==> src/design/rrs_pkg.sv <==
`timescale 1ns / 1ps
package rrs_pkg;

    localparam int DEF_MAX_PROCS = 16;
    localparam int ID_W          = 16;
    localparam int TIME_W        = 16;
    localparam int ROUND_W       = 24;
    localparam logic [ROUND_W-1:0] ROUND_MAX = {ROUND_W{1'b1}};

    localparam logic CMD_LOAD = 1'b0;
    localparam logic CMD_TICK = 1'b1;

    typedef struct packed {
        logic              cmd;
        logic [ID_W-1:0]   proc_id;
        logic [TIME_W-1:0] required_time;
    } t_in_item;

    typedef struct packed {
        logic [ID_W-1:0]    ran_id;
        logic [ROUND_W-1:0] round_number;
        logic [TIME_W-1:0]  used_time;
        logic               finished;
        logic               all_done;
    } t_out_item;

    typedef enum logic {
        OP_LOAD,
        OP_TICK
    } t_op_kind;

    // decoded item as it waits in the queue between front and back
    typedef struct packed {
        t_op_kind          kind;
        logic              need_zero;
        logic [ID_W-1:0]   proc_id;
        logic [TIME_W-1:0] need;
    } t_op;

    // one row of the process table
    typedef struct packed {
        logic [ID_W-1:0]   id;
        logic [TIME_W-1:0] need;
        logic [TIME_W-1:0] used;
    } t_entry;

    localparam int ENTRY_W = $bits(t_entry);

    typedef enum logic {
        BE_IDLE,
        BE_UPDATE
    } t_be_state;

endpackage

==> src/design/rrs_ram.sv <==
`timescale 1ns / 1ps
module rrs_ram #(
    parameter int WIDTH = 8,
    parameter int DEPTH = 16
) (
    input  logic                     i_clk,
    input  logic                     i_wr_en,
    input  logic [$clog2(DEPTH)-1:0] i_wr_addr,
    input  logic [WIDTH-1:0]         i_wr_data,
    input  logic                     i_rd_en,
    input  logic [$clog2(DEPTH)-1:0] i_rd_addr,
    output logic [WIDTH-1:0]         o_rd_data
);

    logic [WIDTH-1:0] r_mem [DEPTH];
    logic [WIDTH-1:0] r_rd_data;

    always_ff @(posedge i_clk) begin
        if (i_wr_en) begin
            r_mem[i_wr_addr] <= i_wr_data;
        end
        if (i_rd_en) begin
            r_rd_data <= r_mem[i_rd_addr];
        end
    end

    assign o_rd_data = r_rd_data;

endmodule

==> src/design/rrs_front.sv <==
`timescale 1ns / 1ps
module rrs_front (
    input  logic              i_clk,
    input  logic              i_rst_n,
    input  logic              i_in_valid,
    output logic              o_in_stall,
    input  rrs_pkg::t_in_item i_in_item,
    output logic              o_op_valid,
    output rrs_pkg::t_op      o_op,
    input  logic              i_op_pop
);
    import rrs_pkg::*;

    t_op        r_q [2];
    logic       r_wr_ptr;
    logic       r_rd_ptr;
    logic [1:0] r_cnt;
    logic       accept;
    logic       pop;
    t_op        n_op;

    assign o_in_stall = (r_cnt == 2'd2);
    assign accept     = i_in_valid && !o_in_stall;
    assign o_op_valid = (r_cnt != 2'd0);
    assign pop        = i_op_pop && o_op_valid;
    assign o_op       = r_q[r_rd_ptr];

    always_comb begin
        n_op.kind      = (i_in_item.cmd == CMD_TICK) ? OP_TICK : OP_LOAD;
        n_op.need_zero = (i_in_item.required_time == '0);
        n_op.proc_id   = i_in_item.proc_id;
        n_op.need      = i_in_item.required_time;
    end

    always_ff @(posedge i_clk) begin
        if (accept) begin
            r_q[r_wr_ptr] <= n_op;
        end
    end

    always_ff @(posedge i_clk) begin
        if (!i_rst_n) begin
            r_wr_ptr <= 1'b0;
            r_rd_ptr <= 1'b0;
            r_cnt    <= 2'd0;
        end else begin
            if (accept) begin
                r_wr_ptr <= !r_wr_ptr;
            end
            if (pop) begin
                r_rd_ptr <= !r_rd_ptr;
            end
            case ({accept, pop})
                2'b10:   r_cnt <= r_cnt + 2'd1;
                2'b01:   r_cnt <= r_cnt - 2'd1;
                default: r_cnt <= r_cnt;
            endcase
        end
    end

    assert property (@(posedge i_clk) disable iff (!i_rst_n)
        (r_cnt == 2'd2 && !pop) |=> (r_cnt == 2'd2))
        else $error("queue lost an item while full");
    assert property (@(posedge i_clk) disable iff (!i_rst_n)
        (r_cnt != 2'd3))
        else $error("queue count beyond depth");
    assert property (@(posedge i_clk) disable iff (!i_rst_n)
        (r_cnt == 2'd0 || r_cnt == 2'd2) |-> (r_wr_ptr == r_rd_ptr))
        else $error("queue pointers disagree with count");

endmodule

==> src/design/rrs_back.sv <==
`timescale 1ns / 1ps
module rrs_back #(
    parameter int MAX_PROCS = rrs_pkg::DEF_MAX_PROCS
) (
    input  logic               i_clk,
    input  logic               i_rst_n,
    input  logic               i_op_valid,
    input  rrs_pkg::t_op       i_op,
    output logic               o_op_pop,
    output logic               o_out_valid,
    input  logic               i_out_stall,
    output rrs_pkg::t_out_item o_out_item
);
    import rrs_pkg::*;

    localparam int SLOT_W = $clog2(MAX_PROCS);
    localparam int CNT_W  = $clog2(MAX_PROCS + 1);
    localparam logic [CNT_W-1:0] CNT_FULL = CNT_W'(MAX_PROCS);

    t_be_state            r_state, n_state;
    logic [MAX_PROCS-1:0] r_active, n_active;
    logic [CNT_W-1:0]     r_count, n_count;
    logic [SLOT_W-1:0]    r_last, n_last;
    logic [ROUND_W-1:0]   r_tick, n_tick;
    logic [SLOT_W-1:0]    r_slot, n_slot;
    logic                 r_out_valid, n_out_valid;
    t_out_item            r_out, n_out;

    logic                 out_free;
    logic                 tick_go;
    logic [MAX_PROCS-1:0] higher;
    logic [MAX_PROCS-1:0] cand;
    logic [MAX_PROCS-1:0] low1;
    logic [MAX_PROCS-1:0] cnt_mask;
    logic [SLOT_W-1:0]    pick_idx;
    logic                 any_active;

    logic                 ram_wr_en;
    logic [SLOT_W-1:0]    ram_wr_addr;
    t_entry               ram_wr_data;
    logic                 ram_rd_en;
    t_entry               ram_rd_data;
    logic [TIME_W-1:0]    used_inc;
    logic                 upd_fin;

    assign out_free   = !r_out_valid || !i_out_stall;
    assign any_active = |r_active;

    // rotating pick: first active slot above the last one that ran, else lowest active
    always_comb begin
        for (int i = 0; i < MAX_PROCS; i++) begin
            higher[i]   = r_active[i] && (r_last < SLOT_W'(i));
            cnt_mask[i] = (CNT_W'(i) < r_count);
        end
        cand     = (|higher) ? higher : r_active;
        low1     = cand & (~cand + MAX_PROCS'(1));
        pick_idx = '0;
        for (int i = 0; i < MAX_PROCS; i++) begin
            if (low1[i]) begin
                pick_idx = pick_idx | SLOT_W'(i);
            end
        end
    end

    assign tick_go  = i_op_valid && (i_op.kind == OP_TICK) && out_free && any_active;
    assign used_inc = ram_rd_data.used + TIME_W'(1);
    assign upd_fin  = (used_inc >= ram_rd_data.need);

    always_comb begin
        n_state = r_state;
        unique case (r_state)
            BE_IDLE:   if (tick_go) n_state = BE_UPDATE;
            BE_UPDATE: n_state = BE_IDLE;
            default:   n_state = BE_IDLE;
        endcase
    end

    always_comb begin
        o_op_pop    = 1'b0;
        ram_wr_en   = 1'b0;
        ram_wr_addr = r_slot;
        ram_wr_data = ram_rd_data;
        ram_rd_en   = 1'b0;
        n_active    = r_active;
        n_count     = r_count;
        n_last      = r_last;
        n_tick      = r_tick;
        n_slot      = r_slot;
        n_out_valid = r_out_valid && i_out_stall;
        n_out       = r_out;
        unique case (r_state)
            BE_IDLE: begin
                if (i_op_valid && i_op.kind == OP_LOAD) begin
                    o_op_pop = 1'b1;
                    // table full drops the load
                    if (r_count != CNT_FULL) begin
                        ram_wr_en        = 1'b1;
                        ram_wr_addr      = r_count[SLOT_W-1:0];
                        ram_wr_data.id   = i_op.proc_id;
                        ram_wr_data.need = i_op.need;
                        ram_wr_data.used = '0;
                        n_active[r_count[SLOT_W-1:0]] = !i_op.need_zero;
                        n_count  = r_count + CNT_W'(1);
                    end
                end else if (i_op_valid && i_op.kind == OP_TICK && out_free) begin
                    o_op_pop = 1'b1;
                    if (any_active) begin
                        ram_rd_en = 1'b1;
                        n_slot    = pick_idx;
                    end else begin
                        n_out_valid = 1'b1;
                        n_out       = '0;
                        n_out.all_done = 1'b1;
                    end
                end
            end
            BE_UPDATE: begin
                ram_wr_en        = 1'b1;
                ram_wr_addr      = r_slot;
                ram_wr_data.used = used_inc;
                if (upd_fin) begin
                    n_active[r_slot] = 1'b0;
                end
                if (r_tick != ROUND_MAX) begin
                    n_tick = r_tick + ROUND_W'(1);
                end
                n_last             = r_slot;
                n_out_valid        = 1'b1;
                n_out.ran_id       = ram_rd_data.id;
                n_out.round_number = n_tick;
                n_out.used_time    = used_inc;
                n_out.finished     = upd_fin;
                n_out.all_done     = 1'b0;
            end
            default: begin
                n_out_valid = r_out_valid && i_out_stall;
            end
        endcase
    end

    rrs_ram #(
        .WIDTH (ENTRY_W),
        .DEPTH (MAX_PROCS)
    ) u_table (
        .i_clk     (i_clk),
        .i_wr_en   (ram_wr_en),
        .i_wr_addr (ram_wr_addr),
        .i_wr_data (ram_wr_data),
        .i_rd_en   (ram_rd_en),
        .i_rd_addr (pick_idx),
        .o_rd_data (ram_rd_data)
    );

    always_ff @(posedge i_clk) begin
        r_slot <= n_slot;
        r_out  <= n_out;
    end

    always_ff @(posedge i_clk) begin
        if (!i_rst_n) begin
            r_state     <= BE_IDLE;
            r_active    <= '0;
            r_count     <= '0;
            r_last      <= SLOT_W'(MAX_PROCS - 1);
            r_tick      <= '0;
            r_out_valid <= 1'b0;
        end else begin
            r_state     <= n_state;
            r_active    <= n_active;
            r_count     <= n_count;
            r_last      <= n_last;
            r_tick      <= n_tick;
            r_out_valid <= n_out_valid;
        end
    end

    assign o_out_valid = r_out_valid;
    assign o_out_item  = r_out;

    assert property (@(posedge i_clk) disable iff (!i_rst_n)
        (r_state == BE_UPDATE) |=> (r_state == BE_IDLE))
        else $error("update held longer than one cycle");
    assert property (@(posedge i_clk) disable iff (!i_rst_n)
        (r_state == BE_UPDATE) |-> !r_out_valid)
        else $error("update would overwrite a pending result");
    assert property (@(posedge i_clk) disable iff (!i_rst_n)
        ((r_active & ~cnt_mask) == '0))
        else $error("active slot beyond the loaded entries");
    assert property (@(posedge i_clk) disable iff (!i_rst_n)
        (r_state == BE_UPDATE && upd_fin) |=> !r_active[r_slot])
        else $error("finished entry still in the ring");
    assert property (@(posedge i_clk) disable iff (!i_rst_n)
        (r_out_valid && !r_out.all_done) |-> (r_out.round_number != '0))
        else $error("round number zero on a ran tick");

endmodule

==> src/design/round_robin_time_slice_scheduler_unit.sv <==
`timescale 1ns / 1ps
// Round-robin scheduler with a one-tick time slice over a table of MAX_PROCS
// process entries. A load item (cmd 0) appends an entry and gives no result; a
// tick item (cmd 1) runs the next active entry after the one that ran last and
// gives one result, or a result with all_done set when nothing is left. Items
// enter a two-deep queue, so the input can still take items while a result
// waits on the output register. In the execution unit a load or an all_done
// tick is done in the idle state; a tick that runs an entry does the rotating
// pick and table read in idle, then the increment and write-back of that
// entry's used time in update, as the table memory registers its read data.
// A tick starts only once the output register is free.
module round_robin_time_slice_scheduler_unit #(
    parameter int MAX_PROCS = rrs_pkg::DEF_MAX_PROCS
) (
    input  logic               i_clk,
    input  logic               i_rst_n,
    input  logic               i_in_valid,
    output logic               o_in_stall,
    input  rrs_pkg::t_in_item  i_in_item,
    output logic               o_out_valid,
    input  logic               i_out_stall,
    output rrs_pkg::t_out_item o_out_item
);
    import rrs_pkg::*;

    logic op_valid;
    t_op  op;
    logic op_pop;

    rrs_front u_front (
        .i_clk      (i_clk),
        .i_rst_n    (i_rst_n),
        .i_in_valid (i_in_valid),
        .o_in_stall (o_in_stall),
        .i_in_item  (i_in_item),
        .o_op_valid (op_valid),
        .o_op       (op),
        .i_op_pop   (op_pop)
    );

    rrs_back #(
        .MAX_PROCS (MAX_PROCS)
    ) u_back (
        .i_clk       (i_clk),
        .i_rst_n     (i_rst_n),
        .i_op_valid  (op_valid),
        .i_op        (op),
        .o_op_pop    (op_pop),
        .o_out_valid (o_out_valid),
        .i_out_stall (i_out_stall),
        .o_out_item  (o_out_item)
    );

endmodule

==> config.mk <==
export PLATFORM = sky130hd
export DESIGN_NAME = round_robin_time_slice_scheduler_unit
export DESIGN_NICKNAME = d
export VERILOG_FILES = /design/src/design/rrs_pkg.sv /design/src/design/rrs_ram.sv /design/src/design/rrs_front.sv /design/src/design/rrs_back.sv /design/src/design/round_robin_time_slice_scheduler_unit.sv
export SDC_FILE = /design/constraint.sdc
export NUM_CORES = 1
export LEC_CHECK = 0
export BUFFER_PORTS_ARGS = -buffer_cell sky130_fd_sc_hd__buf_2
export CAP_MARGIN = 20
export CORE_ASPECT_RATIO = 0.8
export CORE_UTILIZATION = 60
export CTS_BUF_LIST = sky130_fd_sc_hd__clkbuf_4
export DETAILED_ROUTE_END_ITERATION = 10
export PLACE_DENSITY = 0.86
export SLEW_MARGIN = 20
export SYNTH_ARGS = -nofsm -noshare
export SYNTH_HDL_FRONTEND = slang
export SYNTH_SLANG_ARGS = --single-unit
==> constraint.sdc <==
create_clock -name i_clk -period 7.3 [get_ports i_clk]
set_input_delay 0.365 -clock i_clk [delete_from_list [all_inputs] [get_ports i_clk]]
set_output_delay 0.365 -clock i_clk [all_outputs]
set_load 0.02 [all_outputs]
* Word level (Yosys, flattened, before mapping)
Memories as Yosys holds them, arrays and structs flattened. A register that Yosys moved wholly into a read port is not among the register bits.
Index checks and enable logic that the tools add are counted.
** Storage, ports and cells
- Register bits after elaboration :: 117
- Latch bits :: 0
- Bits in writable memories :: 836
- Bits in read-only memories :: 0
- Input port bits :: 37
- Output and inout port bits :: 60
- Word-level logic and storage cells :: 164
- Memories kept :: 2
** Memory list
- u_back.u_table.r_mem :: depth 16, width 48, rd ports 1, clocked after Yosys merged registers in 1, wr ports 1, RTL line rrs_ram.sv:15 : logic [WIDTH-1:0] r_mem [DEPTH];
- u_front.r_q :: depth 2, width 34, rd ports 1, clocked after Yosys merged registers in 1, wr ports 1, RTL line rrs_front.sv:14 : t_op r_q [2];
** Operators by class
- Add/subtract/negate cells :: 6
- $mul :: 0
- Div/mod/pow operators :: 0
- Magnitude comparators :: 21
- Eq/ne operators :: 11
- Shifts and indexed selects :: 0
- Mux-type cells :: 61
- Bitwise gates (word level) :: 7
- Reductions and logical operators :: 41
** Operator list (count)
- 58-bit 2-to-1 mux :: 3
- 58-bit case mux with 2 select lines :: 1
- 48-bit 2-to-1 mux :: 2
- 16-bit 2-to-1 mux :: 4
- 16-bit case mux with 2 select lines :: 2
- 4-bit 2-to-1 mux :: 10
- 16-bit by 1-bit adder with 16-bit output (second input constant) :: 2
- 16-bit AND :: 2
- 4-bit < comparator (second input constant) :: 8
- 32-bit 2-to-1 mux :: 1
- 16-bit inverter :: 2
- 16-bit OR reduction :: 2
- 1-bit logical AND :: 25
- 24-bit by 1-bit adder with 24-bit output (second input constant) :: 1
- 24-bit 2-to-1 mux :: 1
- 24-bit inequality test (second input constant) :: 1
- 1-bit 2-to-1 mux :: 23
- 16-bit bitwise mux :: 1
- 16-bit greater-or-equal comparator :: 1
- 16-bit logical NOT :: 1
- 4-bit by 3-bit < comparator with 1-bit output (second input constant) :: 4
- 3-bit 2-to-1 mux :: 4
- 4-bit by 5-bit < comparator with 1-bit output (second input constant) :: 2
- 3-bit AND reduction :: 3
- 21 further kinds :: 41

* Longest topological paths before layout
- Word-level depth :: 22
- Gate-level depth with buffers :: 17
- Depth with buffers taken out :: 15

* Hierarchy
From an unflattened synthesis, not the netlist that was laid out.
** Unflattened totals
- Cell total of the unflattened synthesis :: 2200
- Area, all modules :: 40157.3 um^2
** By module, submodules not included
- rrs_ram :: times used 1, cells an instance 1242, area each 30175.2 um^2, sequential area each 24503.5 um^2
- rrs_back :: times used 1, cells an instance 821, area each 7264.5 um^2, sequential area each 2882.8 um^2
- rrs_front :: times used 1, cells an instance 137, area each 2717.6 um^2, sequential area each 2142.1 um^2

* Worst setup path before layout
Ideal clock, no wire load.
- Path type :: register to register
- From :: reg u_back.r_active[0]
- To :: reg u_back.r_out (netlist bit u_back.o_out_item[0]) (enable)
- Library setup time :: 0.565 ns
- Arrival :: 5.613 ns
- Required time :: 6.735 ns
- Setup slack :: 1.122 ns
- Cell stages (with the launch flop) :: 7
- Buffers on the path :: 0
- Clock period less this slack :: 6.178 ns
- Path through :: dfxtp_1 or2_2 or3_1 nor3_1 nand3_1 nand2_1 a21boi_0
** Between the ends
- Longest elaborated chain between the ends :: 3
** RTL lines
- start: declaration :: RTL line rrs_back.sv:21 : logic [MAX_PROCS-1:0] r_active, n_active;
- start signal: assignment :: RTL line rrs_back.sv:169 : r_active <= n_active;
- 16-bit OR reduction :: RTL line rrs_back.sv:47 : assign any_active = |r_active;
- 2-bit inequality test (no source line)
- 3-bit AND reduction (no source line)
- end signal: assignment :: RTL line rrs_back.sv:156 : r_out <= n_out;
- end: declaration :: RTL line rrs_back.sv:27 : t_out_item r_out, n_out;
Every way passes these cells.
A chain may end at the register's enable or synchronous reset.

* Worst setup path in the final report
- From :: reg u_back.r_last[1]
- To :: reg u_back.u_table.r_rd_data[19], in the netlist u_back.u_table.o_rd_data[19], read port of u_back.u_table.r_mem (data pin)
** Between the ends
- Longest elaborated chain between the ends :: 22
- Elaborated cells on any way between the ends :: 52
- Classes of those cells :: 1 x add/sub; 16 x order compare; 16 x mux; 2 x bitwise; 17 x reduce/logical
** RTL lines
- start: declaration :: RTL line rrs_back.sv:23 : logic [SLOT_W-1:0] r_last, n_last;
- start signal: assignment :: RTL line rrs_back.sv:164 : r_last <= SLOT_W'(MAX_PROCS - 1);
- start signal: assignment :: RTL line rrs_back.sv:171 : r_last <= n_last;
- 4-bit by 1-bit < comparator with 1-bit output (tied with other cells) :: RTL line rrs_back.sv:52 : higher[i] = r_active[i] && (r_last < SLOT_W'(i));
- 1-bit logical AND :: RTL line rrs_back.sv:52
- 16-bit OR reduction :: RTL line rrs_back.sv:55 : cand = (|higher) ? higher : r_active;
- 16-bit 2-to-1 mux (*) :: RTL line rrs_back.sv:55
- 16-bit inverter :: RTL line rrs_back.sv:56 : low1 = cand & (~cand + MAX_PROCS'(1));
- 16-bit by 1-bit adder with 16-bit output :: RTL line rrs_back.sv:56
- 16-bit AND (*) :: RTL line rrs_back.sv:56
- 1-bit 2-to-1 mux :: RTL line rrs_back.sv:59 : if (low1[i]) begin
- 2-bit 2-to-1 mux (2 in series) :: RTL line rrs_back.sv:59
- 3-bit 2-to-1 mux (4 in series) :: RTL line rrs_back.sv:59
- 4-bit 2-to-1 mux (7 in series) :: RTL line rrs_back.sv:59
- 4-bit 2-to-1 mux (*) :: RTL line rrs_back.sv:59
- end: declaration :: RTL line rrs_ram.sv:16 : logic [WIDTH-1:0] r_rd_data;
Mark *: on every way between the ends. The rest lies on a longest branch, timed or not.

==> impl_metrics.sql <==
INSERT INTO impl_metrics (metric_group, metric, value, unit) VALUES
('outcome', 'status', 'complete, no violations', ''),
('synth', 'ys_ff_latch', '1002', ''),
('synth', 'synth_top_cell_by_area', 'edfxtp_1', ''),
('synth', 'syn_inst', '2614', ''),
('critical_path', 'reg2reg_depth', '11', ''),
('grt', 'antenna_violations_before_repair', '3', ''),
('critical_path', 'timing.critical_path.fanout_max', '46', ''),
('clock_tree', 'clk_pin_slew_worst_paths', '0.07', 'ns'),
('critical_path', 'cp_class', 'flop to flop', ''),
('critical_path', 'worstPathRequired', '8.11', 'ns'),
('routing', 'drt_iter0_markers', '3390', ''),
('die', 'fp.dieH', '236', 'microns'),
('routing', 'number_of_iterations_in_the_first_detailed_routing_pass', '6', ''),
('critical_path', 'critical_path.reg2reg.endpoint', 'u_back.u_table.o_rd_data[19]$_DFFE_PP_', ''),
('power_and_ir_drop', 'vdd.ir_drop.worst', '0.152', 'mV'),
('placed_design', 'hpwlAfterDp', '53.8', 'mm'),
('synth', 'synth_top_area_share', '68.9', '%'),
('synth', 'post_synthesis_cell_area', '41200', 'sq um'),
('timing', 'final.setup_skew', '0.0663', 'ns'),
('critical_path', 'crit-reg2reg-launch', 'u_back.r_last[1]$_SDFFE_PN1P_', ''),
('clock_tree', 'cts_num_sinks', '1002', ''),
('synth', 'ys_dominant_reg_cell', 'edfxtp_1', ''),
('critical_path', 'worstSetupStartpoint', 'u_back.r_last[1]$_SDFFE_PN1P_', ''),
('cells_and_area', 'final_cell_area', '46500', 'sq um'),
('critical_path', 'rrSetupSlack', '1.77', 'ns'),
('clock_tree', 'tritoncts_clock_tree', 'yes', ''),
('timing', 'grt_setup_unrepaired', 'no', ''),
('timing', 'finalHoldViolations', '0', ''),
('synth', 'number_of_flops_mapped_to_enable_cells_by_yosys', '946', ''),
('routing', 'vias', '25600', ''),
('clock_tree', 'worstSkewPairLatency', '1.09', 'ns'),
('timing', 'timing_max_transition_violations_final', '0', ''),
('synth', 'avgSynthCellArea', '15.8', 'sq um'),
('hold_path', 'timing.hold.worst.class', 'primary input to flop', ''),
('clock_tree', 'cts_inserted_buffers', '225', ''),
('grt', 'grt_use_total', '29.9', '%'),
('timing', 'maxClockFrequency', '181', 'MHz'),
('grt', 'global_route_wire_length_before_repair', '155', 'mm'),
('routing', 'drtAntennaViolNets', '0', ''),
('grt', 'globalRouteOverflowTotal', '0', ''),
('die', 'io-pin-count', '97', ''),
('routing', 'avgRoutedWirePerCell', '25.8', 'microns'),
('clock_tree', 'ctsHtreeMaxLevel', '4', ''),
('clock_tree', 'cts_buffer_depth', '3', ''),
('timing', 'post-route-min-period', '5.53', 'ns'),
('power_and_ir_drop', 'cellLeakagePower', '16.2', 'nW'),
('routing', 'postRouteWirelength', '104', 'mm'),
('die', 'rows', '85', ''),
('timing', 'max-slew-margin-rel', '24.7', '%'),
('flow_run', 'drv.max_cap_violation_count', '0', ''),
('timing', 'max_slew.worst_pin.slew', '1.13', 'ns'),
('die', 'die-width', '295', 'microns'),
('critical_path', 'endpoint', 'u_back.u_table.o_rd_data[19]$_DFFE_PP_', ''),
('die', 'die_area', '69800', 'sq um'),
('timing', 'finalCritPeriodShare', '75.7', '%'),
('critical_path', 'critical_path_arrival', '6.33', 'ns'),
('synth', 'yosys.cell_count.top_type', 'edfxtp_1', ''),
('cells_and_area', 'finish.net_count', '2992', ''),
('die', 'floorplan.core_area', '67600', 'sq um'),
('critical_path', 'setup.worst_path.start_class', 'flop', ''),
('clock_tree', 'cts.root.buffer_cell', 'clkbuf_4', ''),
('synth', 'synth.yosys.seq_area_share', '71.6', '%'),
('cells_and_area', 'share_of_post_route_cells_with_drive_strength_above_1', '25.3', '%'),
('cells_and_area', 'areaGrowthSynthToFinish', '12.8', '%'),
('placed_design', 'port_buffers', '96', ''),
('grt', 'maximum_number_of_pins_on_one_net_before_global_route_repair', '129', ''),
('synth', 'synth_area_leaders', 'edfxtp_1 69%, mux2i_1 5.4%, mux2_2 5.2%, dfxtp_1 2.7%, nor2_1 1.5%', ''),
('synth', 'syn-num-nets', '2674', ''),
('synth', 'synth_top_cells_by_count', '946 x edfxtp_1, 224 x mux2i_1, 190 x mux2_2', ''),
('synth', 'synth.lib_cells_used.distinct', '74', ''),
('timing', 'setup_violations_final', '0', ''),
('timing', 'timing.setup.tns', '0', 'ns'),
('synth', 'synthesis.yosys.warnings', '0', ''),
('placed_design', 'gpl.final_weighted_congestion', '0.852', ''),
('critical_path', 'cp-end-kind', 'flop', ''),
('placed_design', 'post_dp_cell_area', '42800', 'sq um'),
('power_and_ir_drop', 'power_density', '280', 'nW/um^2'),
('die', 'initial_core_util', '60.9', '%'),
('synth', 'synth_async_sr_flop_share', '0', '%'),
('routing', 'remaining_drc_errors', '0', ''),
('grt', 'first_global_vias', '25600', ''),
('routing', 'drt-vias-per-instance', '6.38', '');
per-layer routing:
metal / vias to the layer above / wire length, microns / track usage [%] / share of wire [%]
met3: 312 / 11200 / 6.51 / 11
met5: - / 0 / 0 / 0
li1: 10900 / - / - / -
met4: 0 / 4070 / 13.8 / 3.9
met2: 1877 / 49400 / 47.0 / 48
met1: 12500 / 38900 / 40.2 / 38
per-stage QoR:
step / utilization, % / setup slack (ns) / hold slack (ns) / power, mW / cells
6_report: 68.7 / 1.77 / 0.402 / 13.0 / 4010
2_1_floorplan: - / 1.12 / 0.464 / 8.04 / 2614
3_5_place_dp: 63.2 / 1.92 / 0.524 / 8.61 / 3539
4_1_cts: 68.5 / 1.87 / 0.253 / 12.9 / 3993
5_1_grt: 68.7 / 1.43 / 0.339 / 13.4 / 4007
3_3_place_gp: 63.2 / 2.11 / 0.481 / 8.50 / 3537
cells in the final DEF, fill, tap and decap left out, types with 43 or more instances in the layout:
| master | instances |
|---|---|
| mux2i_1 | 224 |
| o22ai_1 | 52 |
| dfxtp_1 | 54 |
| and2_1 | 73 |
| edfxtp_1 | 946 |
| nor2_1 | 150 |
| clkbuf_4 | 328 |
| dlygate4sd3_1 | 71 |
| a22oi_1 | 50 |
| nand2_1 | 100 |
| xnor2_1 | 43 |
| buf_4 | 60 |
| mux2_2 | 190 |
| buf_2 | 97 |
| nand3_1 | 88 |
| o21ai_0 | 84 |
where the power goes:
part / internal (mW) / total (mW) / switching, mW
sequential: 6.95 / 7.04 / 0.0848
clock: 2.22 / 4.42 / 2.20
combinational: 0.419 / 1.56 / 1.14
total: 9.59 / 13.0 / 3.43
flip-flops by register name, indices dropped and copies added, names as in the netlist, named ones only:
signal / cells
u_back.o_out_item: 58
u_back.r_state: 1
u_back.r_slot: 4
u_back.r_active: 16
u_front.r_cnt: 2
u_back.r_last: 4
u_back.r_tick: 24
u_back.u_table.r_mem: 768
u_back.r_count: 5
u_front.r_q: 68
u_back.u_table.o_rd_data: 48
u_back.o_out_valid: 1
u_front.r_rd_ptr: 1
u_front.r_wr_ptr: 1
cell families after synthesis:
group                    count (synthesis)  synth area share, %
AND/OR/NAND/NOR                        531                 6.26
XOR/XNOR                                63                 1.34
AO/OA/AOI/OAI                          393                 6.99
adder cells (fa/ha/maj)                 23                0.698
buffers and inverters                  183                 2.31
flip-flops                            1002                 71.6
multiplexers                           419                 10.8
worst max-delay path, stage by stage, from the launching register on:
cell and delay, ns:
dfxtp_1 0.73, o21ai_1 0.19, a222oi_1 0.42, nand4_2 0.39, or3_1 0.58, and3_1 0.23, o32ai_2 0.37, o211a_4 0.81
buf_4 0.60, mux2_2 0.39, a221oi_1 0.32, nand3_1 0.14
worst min path at each step:
stage                               startpoint                               to  slack [ns]  cells past startpoint
2_1_floorplan                     i_in_item[0]      u_front.r_q[0][0]$_DFFE_PP_        0.46                      0
4_1_cts                          i_in_item[15]     u_front.r_q[0][32]$_DFFE_PP_        0.25                      4
3_3_place_gp     u_back.r_tick[1]$_SDFFE_PN0P_    u_back.r_tick[1]$_SDFFE_PN0P_        0.48                      2
5_1_grt                          i_in_item[11]     u_front.r_q[0][32]$_DFFE_PP_        0.34                      4
3_5_place_dp   u_back.r_active[6]$_SDFFE_PN0P_  u_back.r_active[6]$_SDFFE_PN0P_        0.52                      2
6_report                         i_in_item[13]     u_front.r_q[0][32]$_DFFE_PP_        0.40                      4
repair_timing:
item,4_1_cts,5_1_grt
resized for setup,0,0
hold buffers,71,0
endpoints found under the hold margin,124,0
buffers inserted,0,0
cell type report:
cell class,instances,area [sq um]
repair buffers,239,1880
multi-input cells,1429,10900
well taps,913,1140
diodes,9,22.5
flip-flops and latches,1002,29500
clock buffers,327,2450
clock inverters,56,377
inverters,35,131
fillers,4135,21200
(Power assumes the default switching activity.)
